### src/hdl/rpss_pkg.sv
// ----------------------------------------------------------------------------
// rpss_pkg
// Shared constants and types for the record/play step sequencer.
// ----------------------------------------------------------------------------
package rpss_pkg;

	localparam int MAX_STEPS = 100;
	localparam int IDX_W     = (MAX_STEPS > 1) ? $clog2(MAX_STEPS) : 1;
	localparam int CNT_W     = $clog2(MAX_STEPS + 1);

	localparam int PITCH_W   = 6;
	localparam int SLOT_W    = 8;
	localparam int REST_BIT  = 6;
	localparam int TIE_BIT   = 7;

	localparam int OUT_IDX_W  = 7;
	localparam int OUT_CNT_W  = 7;
	localparam int OUT_LAST_W = 8;
	localparam int IN_DATA_W  = 8;
	localparam int OUT_DATA_W = 40;

	typedef enum logic [2:0] {
		FUNC_EDGE   = 3'd0,
		FUNC_NOTE   = 3'd1,
		FUNC_REST   = 3'd2,
		FUNC_TIE    = 3'd3,
		FUNC_RECORD = 3'd4,
		FUNC_PLAY   = 3'd5,
		FUNC_CLEAR  = 3'd6,
		FUNC_REWIND = 3'd7
	} func_t;

endpackage

### src/hdl/record_play_step_sequencer.sv
// ----------------------------------------------------------------------------
// record_play_step_sequencer
// Step store of recorded notes, rests and ties, played back one slot per edge.
// ----------------------------------------------------------------------------
// One command enters per transaction on the s_ channel: the command code in
// s_tuser, pitch and enable in s_tdata. Every command gives exactly one
// result transaction on the m_ channel carrying the played step (if any)
// and the sequencer status after the command.
// Record, mode, clear and rewind commands write their result to the output
// register on the cycle after acceptance. An edge that plays a slot reads
// the slot RAM into its read register, then the read state registers the
// result; s_tready stays low in the read state, so no command overlaps it.
// The output register decouples the sides: a new command is accepted while
// a result is being taken. While m_tready is low with a result pending, no
// further command is accepted and s_tready stays low.
// Reset empties the store, clears record and play modes, rewinds playback
// and clears the output register. Slot contents need no clearing, since
// only slots below the fill count are ever read.
// ----------------------------------------------------------------------------
module record_play_step_sequencer (
	input  logic        clk,
	input  logic        arst_n,
	input  logic        s_tvalid,
	output logic        s_tready,
	input  logic [7:0]  s_tdata,  // pitch[5:0], enable[6], zero[7]
	input  logic [2:0]  s_tuser,  // func[2:0]
	output logic        m_tvalid,
	input  logic        m_tready,
	output logic [39:0] m_tdata   // step_played, slot_index[6:0], step_pitch[5:0],
	                              // gate_on, tie_on, retrigger, recording,
	                              // playing, filled_count[6:0],
	                              // last_played[7:0], zero[5:0]
);

	localparam int IDX_W = rpss_pkg::IDX_W;
	localparam int CNT_W = rpss_pkg::CNT_W;

	typedef enum logic {
		ST_IDLE,
		ST_READ
	} state_t;

	state_t                        state_q;
	logic [CNT_W-1:0]              fill_q, fill_d;
	logic [IDX_W-1:0]              pos_q, pos_d;
	logic                          last_vld_q, last_vld_d;
	logic [IDX_W-1:0]              last_idx_q, last_idx_d;
	logic                          record_q, record_d;
	logic                          play_q, play_d;
	logic                          m_tvalid_q;
	logic [rpss_pkg::OUT_DATA_W-1:0] m_tdata_q;

	rpss_pkg::func_t               func;
	logic [rpss_pkg::PITCH_W-1:0]  pitch;
	logic                          enable;
	logic                          accept;
	logic                          full;
	logic [IDX_W-1:0]              eff_pos;
	logic [CNT_W-1:0]              pos_inc;
	logic                          we;
	logic                          re;
	logic [rpss_pkg::SLOT_W-1:0]   wdata;
	logic [rpss_pkg::SLOT_W-1:0]   rdata;
	logic                          go_read;
	logic [rpss_pkg::OUT_DATA_W-1:0] res_now;
	logic [rpss_pkg::OUT_DATA_W-1:0] res_read;
	logic [rpss_pkg::OUT_LAST_W-1:0] last_now;
	logic [rpss_pkg::OUT_LAST_W-1:0] last_reg;
	logic                          rd_rest;
	logic                          rd_tie;

	assign func   = rpss_pkg::func_t'(s_tuser);
	assign pitch  = s_tdata[rpss_pkg::PITCH_W-1:0];
	assign enable = s_tdata[rpss_pkg::PITCH_W];

	assign s_tready = (state_q == ST_IDLE) && (!m_tvalid_q || m_tready);
	assign accept   = s_tvalid && s_tready;
	assign m_tvalid = m_tvalid_q;
	assign m_tdata  = m_tdata_q;

	assign full    = (fill_q >= CNT_W'(rpss_pkg::MAX_STEPS));
	assign eff_pos = (CNT_W'(pos_q) >= fill_q) ? '0 : pos_q;
	assign pos_inc = CNT_W'(eff_pos) + CNT_W'(1);

	always_comb begin
		fill_d     = fill_q;
		pos_d      = pos_q;
		last_vld_d = last_vld_q;
		last_idx_d = last_idx_q;
		record_d   = record_q;
		play_d     = play_q;
		we         = 1'b0;
		re         = 1'b0;
		wdata      = '0;
		go_read    = 1'b0;
		unique case (func)
			rpss_pkg::FUNC_EDGE: begin
				if (fill_q != '0) begin
					re         = 1'b1;
					go_read    = 1'b1;
					last_vld_d = 1'b1;
					last_idx_d = eff_pos;
					pos_d      = (pos_inc >= fill_q) ? '0 : IDX_W'(pos_inc);
				end
			end
			rpss_pkg::FUNC_NOTE, rpss_pkg::FUNC_REST, rpss_pkg::FUNC_TIE: begin
				unique case (func)
					rpss_pkg::FUNC_NOTE: wdata = {2'b00, pitch};
					rpss_pkg::FUNC_REST: wdata = {2'b01, {rpss_pkg::PITCH_W{1'b0}}};
					default:             wdata = {2'b10, pitch};
				endcase
				if (record_q && !full) begin
					we     = 1'b1;
					fill_d = fill_q + CNT_W'(1);
					if (fill_d == CNT_W'(rpss_pkg::MAX_STEPS)) begin
						record_d = 1'b0;
					end
				end
			end
			rpss_pkg::FUNC_RECORD: begin
				record_d = enable && !full;
			end
			rpss_pkg::FUNC_PLAY: begin
				play_d = enable;
			end
			rpss_pkg::FUNC_CLEAR: begin
				fill_d     = '0;
				pos_d      = '0;
				last_vld_d = 1'b0;
			end
			default: begin
				pos_d      = '0;
				last_vld_d = 1'b0;
			end
		endcase
	end

	rpss_ram #(
		.WIDTH(rpss_pkg::SLOT_W),
		.DEPTH(rpss_pkg::MAX_STEPS)
	) u_slot_ram (
		.clk  (clk),
		.we   (accept && we),
		.waddr(IDX_W'(fill_q)),
		.wdata(wdata),
		.re   (accept && re),
		.raddr(eff_pos),
		.rdata(rdata)
	);

	assign last_now = last_vld_d ? rpss_pkg::OUT_LAST_W'(last_idx_d) : '1;
	assign last_reg = last_vld_q ? rpss_pkg::OUT_LAST_W'(last_idx_q) : '1;

	assign res_now = {6'b0, last_now, rpss_pkg::OUT_CNT_W'(fill_d), play_d, record_d,
		3'b000, {rpss_pkg::PITCH_W{1'b0}}, {rpss_pkg::OUT_IDX_W{1'b0}}, 1'b0};

	assign rd_rest = rdata[rpss_pkg::REST_BIT];
	assign rd_tie  = rdata[rpss_pkg::TIE_BIT];

	assign res_read = {6'b0, last_reg, rpss_pkg::OUT_CNT_W'(fill_q), play_q, record_q,
		!rd_rest && !rd_tie, !rd_rest && rd_tie, !rd_rest,
		rdata[rpss_pkg::PITCH_W-1:0], rpss_pkg::OUT_IDX_W'(last_idx_q), 1'b1};

	always_ff @(posedge clk or negedge arst_n) begin
		if (!arst_n) begin
			state_q    <= ST_IDLE;
			fill_q     <= '0;
			pos_q      <= '0;
			last_vld_q <= 1'b0;
			last_idx_q <= '0;
			record_q   <= 1'b0;
			play_q     <= 1'b0;
			m_tvalid_q <= 1'b0;
			m_tdata_q  <= '0;
		end else begin
			unique case (state_q)
				ST_IDLE: begin
					if (accept) begin
						fill_q     <= fill_d;
						pos_q      <= pos_d;
						last_vld_q <= last_vld_d;
						last_idx_q <= last_idx_d;
						record_q   <= record_d;
						play_q     <= play_d;
						if (go_read) begin
							state_q <= ST_READ;
						end else begin
							m_tdata_q <= res_now;
						end
					end
				end
				default: begin
					m_tdata_q <= res_read;
					state_q   <= ST_IDLE;
				end
			endcase
			if ((state_q == ST_READ) || (accept && !go_read)) begin
				m_tvalid_q <= 1'b1;
			end else if (m_tready) begin
				m_tvalid_q <= 1'b0;
			end
		end
	end

	a_fill_bound: assert property (@(posedge clk) disable iff (!arst_n)
		fill_q <= CNT_W'(rpss_pkg::MAX_STEPS))
		else $error("fill count beyond store depth");

	a_record_room: assert property (@(posedge clk) disable iff (!arst_n)
		record_q |-> (fill_q < CNT_W'(rpss_pkg::MAX_STEPS)))
		else $error("record mode on a full store");

	a_pos_in_range: assert property (@(posedge clk) disable iff (!arst_n)
		(CNT_W'(pos_q) < fill_q) || (pos_q == '0))
		else $error("play position outside filled slots");

	a_read_slot_free: assert property (@(posedge clk) disable iff (!arst_n)
		(state_q == ST_READ) |-> !m_tvalid_q)
		else $error("slot read completes with output register occupied");

	a_read_follows_edge: assert property (@(posedge clk) disable iff (!arst_n)
		(state_q == ST_READ) |-> $past(accept) && ($past(func) == rpss_pkg::FUNC_EDGE))
		else $error("slot read without an accepted edge");

endmodule

### src/hdl/rpss_ram.sv
// ----------------------------------------------------------------------------
// rpss_ram
// Generic single-port-write, single-port-read RAM with a registered read.
// ----------------------------------------------------------------------------
module rpss_ram #(
	parameter int WIDTH = 8,
	parameter int DEPTH = 16
) (
	input  logic                                       clk,
	input  logic                                       we,
	input  logic [((DEPTH > 1) ? $clog2(DEPTH) : 1)-1:0] waddr,
	input  logic [WIDTH-1:0]                           wdata,
	input  logic                                       re,
	input  logic [((DEPTH > 1) ? $clog2(DEPTH) : 1)-1:0] raddr,
	output logic [WIDTH-1:0]                           rdata
);

	logic [WIDTH-1:0] mem_q [DEPTH];
	logic [WIDTH-1:0] rdata_q;

	always_ff @(posedge clk) begin
		if (we) begin
			mem_q[waddr] <= wdata;
		end
		if (re) begin
			rdata_q <= mem_q[raddr];
		end
	end

	assign rdata = rdata_q;

endmodule

### config.mk
export PLATFORM = sky130hd
export DESIGN_NAME = record_play_step_sequencer
export DESIGN_NICKNAME = d
export VERILOG_FILES = /design/src/hdl/rpss_pkg.sv /design/src/hdl/record_play_step_sequencer.sv /design/src/hdl/rpss_ram.sv
export SDC_FILE = /design/constraint.sdc
export NUM_CORES = 1
export LEC_CHECK = 0
export ABC_AREA = 1
export BUFFER_PORTS_ARGS = -buffer_cell sky130_fd_sc_hd__buf_4
export CAP_MARGIN = 10
export CORE_ASPECT_RATIO = 1.5
export CORE_MARGIN = 2
export CORE_UTILIZATION = 41
export CTS_BUF_LIST = sky130_fd_sc_hd__clkbuf_8
export DETAILED_ROUTE_END_ITERATION = 8
export HOLD_SLACK_MARGIN = 0.1
export SLEW_MARGIN = 25
export SYNTH_ARGS = -nofsm -noshare
export SYNTH_HDL_FRONTEND = slang
export SYNTH_HIERARCHICAL = 1
export SYNTH_SLANG_ARGS = --single-unit
### constraint.sdc
create_clock -name clk -period 4.8 [get_ports clk]
set_clock_uncertainty 0.1 [all_clocks]
set_input_delay 0.72 -clock clk [delete_from_list [all_inputs] [get_ports clk]]
set_output_delay 0.72 -clock clk [all_outputs]
set_load 0.05 [all_outputs]
==> flow_metrics.tcl, run 1 <==
set metrics [dict create \
    outcome "completed" \
    whs_endpoint "m_tdata[17]$_DFFE_PN0P_" \
    grt_pass1_wl_um 142000 \
    seq_area_um2 25800 \
    initial_core_util_pct 41.4 \
    timing.rr.start "fill_q[3]$_DFFE_PN0P_" \
    p_total_mw 18.0 \
    hold_viol 0 \
    cpMostUsedCell "nand2_1" \
    dp.cells 4382 \
    wl_um 94300 \
    drive_gt1_share_pct 9.07 \
    drt-met1-wl_um 36900 \
    die_area_um2 92400 \
    core_um2 89000 \
    setup_viol 0 \
    root_buffer "clkbuf_8" \
    worstSetupPathType "register to register" \
    yosysWarningCount 6 \
    yosys.area.top_type "edfxtp_1" \
    synth_seq_cells 868 \
    first_pass_iters 6 \
    area_growth_pct 10.0 \
    slew_headroom_pct 27.4 \
    reg2reg_to "u_slot_ram/rdata[6]$_DFFE_PP_" \
    clkTransAtPathRegs_ps 70 \
    utilization_pct 45.6 \
    ir_worst_vdd_v 0.000304 \
    hpwl_um 55800 \
    fill_cells 8044 \
    worstPathArrival_ps 4910 \
    slew_viol_final 0 \
    wl_per_cell_um 20.6 \
    postCtsHoldBufs 2 \
    tightest_slew_ps 1090 \
    antenna_found_initial 2 \
    drc 0 \
    grt_usage_pct 20.3 \
    grt-ovfl-total 0 \
    multiInputGateArea_um2 9580 \
    powerDensity_nw_per_um2 444 \
    portBuffers 49 \
    gp_congestion 0.819 \
    min_period_over_period_pct 91.6 \
    critical_path.max_fanout 43 \
    period_needed_ps 4400 \
    cts-htree-levels 3 \
    synthCells 3295 \
    detail_route.vias_per_cell 5.27 \
    netlist-cell-type-count 42 \
    num_rows 134 \
    synth_area_leaders "edfxtp_1 (66%), nand2_1 (12%), nand3_1 (9.1%), dfrtp_1 (4.1%), nor2_1 (1.5%)" \
    die_w_um 249 \
    fmax_mhz 227 \
    netlist.area_leader.share_pct 65.8 \
    mappedNetlistArea_um2 36900 \
    ios 57 \
    endpoint_kind "register" \
    grt_max_degree 101 \
    leakage_nw 15.2 \
    post_cts_resized 0 \
    post-cts-setup-buffers 0 \
    grt_pass1_vias 23735 \
    rr_worst_depth 18 \
    hp-class "input port to register" \
    cp_slowest_stage_delay_ps 620 \
    cts_tree "yes" \
    dr_wl_met3_um 4520 \
    critPathRequiredTime_ps 5320 \
    cap_viol_max_count 0 \
    route.vias.total 24184 \
    worstPathCellList "inv_2, ha_1, nand2_1, nor2_1, nand2_1, nand2_1, nor2_4, inv_6, buf_12, nand3_1, nand3_1, nand2_1, nand2_1, nand3_1, nand3_1, nand2_1, nand2_1, nand2_1" \
    highest_layer "met5" \
    critPathLaunchType "register" \
    drt_iter0_drc 1688 \
    wl_met2_um 48100 \
    worstHoldPathCells 5 \
    hp-start "s_tdata[6]" \
    timing.hold.ws_ps 232 \
    syn_avg_cell_area_um2 11.2 \
    rsz0062_at_grt "no" \
    antenna_left 0 \
    finalNonFillerCells 4587 \
    clk_latency_ps 770 \
    cts_buffer_depth 3 \
    clock-sinks 868 \
    rrSetupSlack_ps 400 \
    crit_path_top_delay_cell "nor2_4" \
    nets 3379 \
    cts_buffers 117 \
    die_h_um 371 \
    ys_seq_area_share_pct 69.9 \
]
## registers in the layout, indices dropped and copies added, names as in the netlist
| name | flops |
|---|---|
| fill_q | 7 |
| m_tdata | 34 |
| u_slot_ram/mem_q | 800 |
| last_idx_q | 7 |
| record_q | 1 |
| m_tvalid | 1 |
| state_q | 1 |
| last_vld_q | 1 |
| u_slot_ram/rdata | 8 |
| play_q | 1 |
| pos_q | 7 |
## cells by family after synthesis
group | count (synthesis) | synth area share (%)
AND/OR/NAND/NOR | 1987 | 23.0
flip-flops | 868 | 69.9
buffers and inverters | 304 | 4.46
AO/OA/AOI/OAI | 114 | 2.03
adder cells (fa/ha/maj) | 17 | 0.577
XOR/XNOR | 4 | 0.0950
other | 1 | 0.0102
## critical path: cells and delay by family (launching register included)
family / cells / cell delay, ps
flops: 1 / 570
buf+inv: 3 / 790
fa+ha+maj: 1 / 320
simple gates: 14 / 2410
## layer usage
metal / track usage (%) / vias up
met5: 0 / -
met1: 23.9 / 11762
li1: - / 11507
met3: 3.13 / 207
met2: 36.0 / 706
met4: 10.6 / 2
## placed cells by master (no fill, tap or decap), types with 13 or more instances in the layout
master / count
nand2_1: 1135
nor2_4: 14
clkinv_2: 17
edfxtp_1: 808
buf_4: 93
a22o_1: 13
nor2_1: 136
o21ai_1: 21
clkinv_1: 28
a21oi_1: 35
ha_1: 17
clkbuf_8: 123
o21ai_0: 13
inv_1: 128
dfrtp_1: 60
nand3_1: 670
buf_12: 24
## area by class of cell
cell class / count / share of cell area (%)
Sequential cell: 868 / 63.5
Multi-Input combinational cell: 2128 / 23.6
Clock buffer: 123 / 4.17
Tap cell: 1156 / 3.56
Timing Repair Buffer: 119 / 2.95
Inverter: 113 / 1.11
Clock inverter: 79 / 1.08
Antenna cell: 1 / 0.00617
## metrics by stage
step	TNS (ps)	worst slack (ps)	cell area, µm²
global placement	0	536	38400
global route	0	235	40600
floorplan	-189570	-948	36900
detailed placement	0	489	38400
CTS	0	451	40600
finish	0	403	40600
## synthesized netlist by cell type
cell type,instances
nand2_1,1136
edfxtp_1,808
nand3_1,670
nor2_1,145
inv_1,101
buf_2,74
dfrtp_1,60
clkbuf_1,41
buf_6,40
a21oi_1,35
buf_4,26
o21ai_1,21
ha_1,17
a22o_1,13
o21ai_0,13
nor3_1,11
buf_1,10
inv_2,8
nand4_1,7
o211ai_1,7
a221o_1,6
a22oi_1,6
nor2_4,5
xor2_1,4
a22oi_2,3
inv_4,3
nand2_8,3
o22ai_1,3
a21oi_2,2
a21oi_4,2
nand2_2,2
nor4_1,2
o221ai_1,2
and2_1,1
conb_1,1
inv_8,1
nand2_4,1
nand3_4,1
nand3b_1,1
nor2_8,1
o21a_1,1
or2_2,1
## report_power, final
group	internal, mW	leakage (nW)	switching (mW)
Clock	2.57	1.21	2.67
Combinational	1.18	5.79	3.13
Sequential	8.38	8.21	0.106
## how the worst max path moves through the flow
stage	from	endpoint	slack, ps	cells past startpoint
after floorplan	s_tuser[2]	u_slot_ram/mem_q[0][7]$_DFFE_PP_	-950	2
after global placement	fill_q[3]$_DFFE_PN0P_	u_slot_ram/rdata[7]$_DFFE_PP_	540	18
after detailed placement	fill_q[3]$_DFFE_PN0P_	u_slot_ram/rdata[6]$_DFFE_PP_	490	18
after CTS	fill_q[3]$_DFFE_PN0P_	u_slot_ram/rdata[6]$_DFFE_PP_	450	18
after global routing	fill_q[3]$_DFFE_PN0P_	u_slot_ram/rdata[6]$_DFFE_PP_	240	18
final	fill_q[3]$_DFFE_PN0P_	u_slot_ram/rdata[6]$_DFFE_PP_	400	18
Power figures use the tool's default switching activity.
==> inputs of run 2 (changes only) <==
--- a/config.mk
+++ b/config.mk
@@ -10,10 +10,11 @@
 export CAP_MARGIN = 10
 export CORE_ASPECT_RATIO = 1.5
 export CORE_MARGIN = 2
-export CORE_UTILIZATION = 41
+export CORE_UTILIZATION = 50
 export CTS_BUF_LIST = sky130_fd_sc_hd__clkbuf_8
 export DETAILED_ROUTE_END_ITERATION = 8
 export HOLD_SLACK_MARGIN = 0.1
+export PLACE_DENSITY = 0.66
 export SLEW_MARGIN = 25
 export SYNTH_ARGS = -nofsm -noshare
 export SYNTH_HDL_FRONTEND = slang
==> run 2 against run 1 <==
  * Sequential power is essentially flat
  * Die area shrank 18%
  * Final area shrank 0.22%
  * Cell count shrank 3.1%
  * Non-clock buffer count grew 4
  * Setup slack gained 230 ps
  * Critical path depth shrank 1
  * Wire length shrank 0.97%
  * Via count grew 2.8%
  * Critical path type unchanged
  * Largest cell class unchanged
==> flow_metrics.tcl, run 2 (same netlist as run 1, synthesis figures left out) <==
set metrics [dict create \
    outcome "completed" \
    mostFrequentLayoutCells "nand2_1 (1136), edfxtp_1 (808), nand3_1 (670)" \
    worstPathCellList "inv_2, ha_1, nand2_1, nor2_1, nand2_1, nand2_1, nor2_4, inv_6, buf_4, o211ai_1, nand3_1, nand3_1, nand3_1, nand2_1, nand2_1, nand3_1, nand2_1" \
    route.vias.total 24851 \
    dpl_cell_area_um2 38200 \
    postCtsHoldBufs 2 \
    root_buffer "clkbuf_8" \
    slew_viol_final 0 \
    ios 57 \
    dp.cells 4222 \
    leakage_nw 15.3 \
    grt-ovfl-total 0 \
    crit_path_top_delay_cell "dfrtp_1" \
    cap_viol_max_count 0 \
    hp-start "s_tdata[6]" \
    whs_endpoint "play_q$_DFFE_PN0P_" \
    worstPathArrival_ps 4530 \
    worstSetupPathType "register to register" \
    final_common_cell "nand2_1" \
    grt_max_degree 101 \
    cpMostUsedCell "nand2_1" \
    hpwl_um 57200 \
    antenna_left 0 \
    first_pass_iters 6 \
    timing.rr.start "fill_q[3]$_DFFE_PN0P_" \
    cp_slowest_stage_delay_ps 580 \
    setup_viol 0 \
    drive_gt1_share_pct 9.48 \
    drc 0 \
    core_um2 73400 \
    reg2reg_to "u_slot_ram/rdata[6]$_DFFE_PP_" \
    initial_core_util_pct 50.2 \
    top_register "u_slot_ram/mem_q" \
    detail_route.vias_per_cell 5.59 \
    grt_pass1_vias 24379 \
    crit_start "fill_q[3]$_DFFE_PN0P_" \
    gp_congestion 0.902 \
    powerDensity_nw_per_um2 448 \
    drt_iter0_drc 2099 \
    cts-htree-levels 3 \
    rsz0062_at_grt "no" \
    cts_buffer_depth 3 \
    tightest_slew_ps 1090 \
    rrSetupSlack_ps 640 \
    critPathRequiredTime_ps 5170 \
    post_cts_resized 0 \
    post-cts-setup-buffers 0 \
    worst-path-buf-inv 3 \
    endpoint_kind "register" \
    ir_worst_vdd_v 0.000482 \
    num_rows 122 \
    period_needed_ps 4160 \
    die_area_um2 76000 \
    cts_buffers 118 \
    die_h_um 337 \
    nets 3384 \
    area_growth_pct 9.77 \
    portBuffers 49 \
    antenna_found_initial 2 \
    rr_worst_depth 17 \
    clock-sinks 868 \
    min_period_over_period_pct 86.7 \
    clkTransAtPathRegs_ps 70 \
    wl_per_cell_um 21.0 \
    die_w_um 226 \
    crit_family "simple AND/OR/NAND/NOR gates" \
    finalNonFillerCells 4444 \
    largest_register_ffs 800 \
    worstHoldPathCells 5 \
    critPathLaunchType "register" \
    cts_tree "yes" \
    hold_viol 0 \
    wl_um 93400 \
    grt_usage_pct 24.6 \
    hp-class "input port to register" \
    critical_path.max_fanout 47 \
    design_area_um2 40500 \
    clk_latency_ps 740 \
    fmax_mhz 240 \
    grt_pass1_wl_um 140000 \
    slew_headroom_pct 27.4 \
]
-- run 2: changes by cell type in the layout (fill, tap and decap cells not counted), moves of 2 or more --
| cell | change |
|---|---|
| buf_12 | -4 |
| clkinv_1 | +2 |
| nor4_1 | +2 |
| clkinv_2 | +10 |
| clkinvlp_4 | +3 |
| buf_4 | +8 |
| bufinv_16 | +3 |
| nor4_2 | -2 |
-- run 2: worst min-delay path: cells and delay by family --
family	cells	cell delay (ps)
AND/OR/NAND/NOR	2	150
AO/OA/AOI/OAI	2	130
buffers and inverters	1	120
-- run 2: area by class of cell --
cell class	count	area [µm²]
Inverter	113	449
Fill cell	6148	32900
Clock inverter	97	604
Multi-Input combinational cell	2128	9570
Tap cell	992	1240
Sequential cell	868	25800
Timing Repair Buffer	123	1180
Antenna cell	1	2.50
Clock buffer	122	1680
-- run 2: worst max path at each step --
stage                                  endpoint  slack, ps  cells after the start
6_report          u_slot_ram/rdata[6]$_DFFE_PP_        640                     17
3_3_place_gp      u_slot_ram/rdata[5]$_DFFE_PP_        640                     18
3_5_place_dp      u_slot_ram/rdata[5]$_DFFE_PP_        700                     18
2_1_floorplan  u_slot_ram/mem_q[0][7]$_DFFE_PP_       -950                      2
5_1_grt           u_slot_ram/rdata[5]$_DFFE_PP_        490                     19
4_1_cts           u_slot_ram/rdata[5]$_DFFE_PP_        690                     18
-- run 2: power by group --
group	switching [mW]	internal (mW)	leakage, nW
sequential	0.108	8.38	8.21
clock	2.68	2.74	1.28
combinational	3.05	1.17	5.80
total	5.85	12.3	15.3
-- run 2: through the flow --
stage | setup WS, ps | utilization, % | TNS (ps) | hold WS [ps] | power, mW
2_1_floorplan | -948 | - | -189570 | 324 | 11.8
3_3_place_gp | 639 | 52.0 | 0 | 360 | 12.8
3_5_place_dp | 702 | 52.0 | 0 | 373 | 12.8
4_1_cts | 686 | 55.1 | 0 | 256 | 18.2
5_1_grt | 489 | 55.1 | 0 | 315 | 19.0
6_report | 636 | 55.1 | 0 | 321 | 18.1
-- run 2: routing by layer --
layer / part of all wire [%] / global-route usage (%)
met5: 0 / 0
met1: 37 / 28.6
met2: 51 / 43.1
met4: 5.5 / 14.0
met3: 6.9 / 4.01
==> inputs of run 3 (changes only) <==
--- a/config.mk
+++ b/config.mk
@@ -18,5 +18,4 @@
 export SLEW_MARGIN = 25
 export SYNTH_ARGS = -nofsm -noshare
 export SYNTH_HDL_FRONTEND = slang
-export SYNTH_HIERARCHICAL = 1
 export SYNTH_SLANG_ARGS = --single-unit
==> run 3 against run 2 <==
  * Hold slack lost 88 ps
  * Highest routed layer unchanged
  * Largest cell class unchanged
  * Cell count grew 10%
  * First-iteration DRC count grew 9.1%
  * Synthesized cell count grew 15%
  * Combinational power grew 59%
  * Critical path depth shrank 1
  * Sequential share of layout area shrank 2.9 points
  * Maximum frequency shrank 0.44%
  * Register-to-register slack lost 20 ps
  * Final area grew 4.8%
==> flow_metrics.tcl, run 3 <==
set metrics [dict create \
    worst-path-buf-inv 4 \
    detail_route.vias_per_cell 5.54 \
    clk_latency_ps 770 \
    crit_family "simple AND/OR/NAND/NOR gates" \
    drive_gt1_share_pct 8.23 \
    die_w_um 232 \
    initial_core_util_pct 50.4 \
    setup_viol 0 \
    utilization_pct 54.8 \
    cts_buffer_depth 3 \
    endpoint_kind "register" \
    reg2reg_to "pos_q[0]$_DFFE_PN0P_" \
    drt_iter0_drc 2289 \
    synth_most_common_cell "edfxtp_1" \
    crit_path_top_delay_cell "dfrtp_1" \
    root_buffer "clkbuf_8" \
    worstPathCellList "inv_1, ha_1, nand2_1, nor2_1, nand2_4, nand2_1, inv_1, nand2_1, clkinv_1, xor2_1, inv_1, ha_1, a21oi_1, o21a_1, o2111ai_1, o22ai_1" \
    gp_congestion 0.854 \
    hold_viol 0 \
    yosysWarningCount 0 \
    antenna_left 0 \
    synthCells 3787 \
    netlist-cell-type-count 41 \
    netlist.area_leader.share_pct 62.2 \
    clock-sinks 868 \
    synth_seq_cells 868 \
    postSynth.asyncResetShare_pct 6.91 \
    cts-htree-levels 3 \
    area_growth_pct 8.80 \
    die_h_um 346 \
    core_um2 77400 \
    die_area_um2 80300 \
    dr_wl_met3_um 6580 \
    timing.rr.start "fill_q[5]$_DFFE_PN0P_" \
    rr_worst_depth 16 \
    largest_register_ffs 800 \
    fill_cells 6649 \
    ios 57 \
    rsz0062_at_grt "no" \
    wl_met2_um 49600 \
    top_register "u_slot_ram.mem_q" \
    ir_worst_vdd_v 0.000504 \
    slew_viol_final 0 \
    mostFrequentLayoutCells "edfxtp_1 (808), nand2_1 (697), inv_1 (656)" \
    antenna_found_initial 1 \
    drc 0 \
    powerDensity_nw_per_um2 483 \
    cts_tree "yes" \
    tightest_slew_ps 1030 \
    grt_max_degree 193 \
    wl_um 99400 \
    portBuffers 49 \
    final_common_cell "edfxtp_1" \
    hp-start "s_tuser[1]" \
    synth_common_cells "edfxtp_1 (808), nand2_1 (698), nand3_1 (628), inv_1 (618), nor2_1 (244)" \
    worstPathArrival_ps 4760 \
    hp-class "input port to register" \
    period_needed_ps 4180 \
    setup-tns-final_ps 0 \
    rrSetupSlack_ps 620 \
    whs_endpoint "last_vld_q$_DFFE_PN0P_" \
    fmax_mhz 239 \
    ys_seq_area_share_pct 66.1 \
    clkTransAtPathRegs_ps 60 \
    p_total_mw 20.5 \
    yosys.area.top_type "edfxtp_1" \
    first_pass_iters 5 \
    hpwl_um 56000 \
    grt-ovfl-total 0 \
    synth-edff-count 808 \
    worstHoldPathCells 4 \
    cts_buffers 118 \
    cap_viol_max_count 0 \
    synth_area_leaders "edfxtp_1 (62%), nand3_1 (8.1%), nand2_1 (6.7%), inv_1 (5.9%), dfrtp_1 (3.8%)" \
    route.vias.total 27078 \
    highest_layer "met4" \
    num_rows 125 \
    slew_headroom_pct 31.1 \
    leakage_nw 17.6 \
    outcome "completed" \
    critPathRequiredTime_ps 5370 \
    cp_slowest_stage_delay_ps 520 \
    syn_avg_cell_area_um2 10.3 \
    post_cts_resized 0 \
    synth_ff_type "edfxtp_1" \
    mappedNetlistArea_um2 39000 \
    min_period_over_period_pct 87.1 \
    worstSetupPathType "register to register" \
    critical_path.max_fanout 11 \
    nets 3810 \
    drt-met1-wl_um 38800 \
    wl_per_cell_um 20.3 \
    grt_usage_pct 24.7 \
    critPathLaunchType "register" \
    grt_pass1_vias 25699 \
    grt_pass1_wl_um 151000 \
]
run 3: cell types whose count changed after synthesis, moves of 39 or more:
cell | previous run | this run
inv_1 | 101 | 618
nand2_1 | 1136 | 698
nand4_1 | 7 | 218
nor2_1 | 145 | 244
o21ai_0 | 13 | 109
clkbuf_1 | 41 | 110
nand3_1 | 670 | 628
buf_6 | 40 | 1
run 3: final cells by class:
cell class	instances	area, µm²	share of cell area, %
flip-flops and latches	868	25800	60.7
clock buffers	127	1750	4.12
well taps	1016	1270	3.00
multi-input cells	2051	9860	23.2
clock inverters	89	389	0.917
diodes	1	2.50	0.00590
inverters	626	2350	5.55
repair buffers	113	1040	2.45
run 3: timing repair:
action / CTS / global route
setup buffers: 0 / 0
hold buffers: 2 / 0
endpoints found under the hold margin: 61 / 0
run 3: logic make-up (layout without fill, tap and decap cells):
kind of cell / Yosys count / in the layout / share of synthesized area [%]
simple gates: 1837 / 1837 / 21.5
fa+ha+maj: 17 / 17 / 0.545
xor+xnor: 5 / 5 / 0.112
compound gates: 186 / 186 / 2.82
buf+inv: 873 / 955 / 8.97
other cells: 1 / 7 / 0.00962
flops: 868 / 868 / 66.1
run 3: worst max-delay path by stage:
stage | slack [ps] | to | depth (start not counted) | from
3_5_place_dp | 640 | pos_q[5]$_DFFE_PN0P_ | 18 | fill_q[5]$_DFFE_PN0P_
2_1_floorplan | 770 | u_slot_ram.mem_q[0][0]$_DFFE_PP_ | 4 | s_tuser[0]
4_1_cts | 630 | pos_q[0]$_DFFE_PN0P_ | 18 | fill_q[5]$_DFFE_PN0P_
3_3_place_gp | 680 | pos_q[6]$_DFFE_PN0P_ | 17 | fill_q[4]$_DFFE_PN0P_
6_report | 620 | pos_q[0]$_DFFE_PN0P_ | 16 | fill_q[5]$_DFFE_PN0P_
5_1_grt | 240 | pos_q[1]$_DFFE_PN0P_ | 16 | fill_q[5]$_DFFE_PN0P_
run 3: metal layers:
metal,vias up,GRT usage (%)
li1,12755,-
met1,13031,31.3
met2,1080,41.8
met3,212,3.07
met4,0,12.0
met5,-,0
run 3: tightest hold or removal path, stage by stage:
cell and delay (ps):
buf_4 100, nand2_1 60, inv_1 90, a22oi_1 90
run 3: stage by stage:
| stage | worst slack, ps | hold slack, ps | cell area (µm²) | cells |
|---|---|---|---|---|
| floorplan | 771 | 324 | 39000 | 3792 |
| CTS | 633 | 183 | 42400 | 4890 |
| global placement | 679 | 356 | 40300 | 4672 |
| global route | 237 | 268 | 42400 | 4891 |
| finish | 618 | 232 | 42400 | 4891 |
| detailed placement | 641 | 361 | 40300 | 4672 |
run 3: report_power, final:
part	switching, mW	internal, mW	leakage (nW)
clock	2.72	2.48	1.23
combinational	4.97	1.74	8.16
sequential	0.161	8.42	8.21
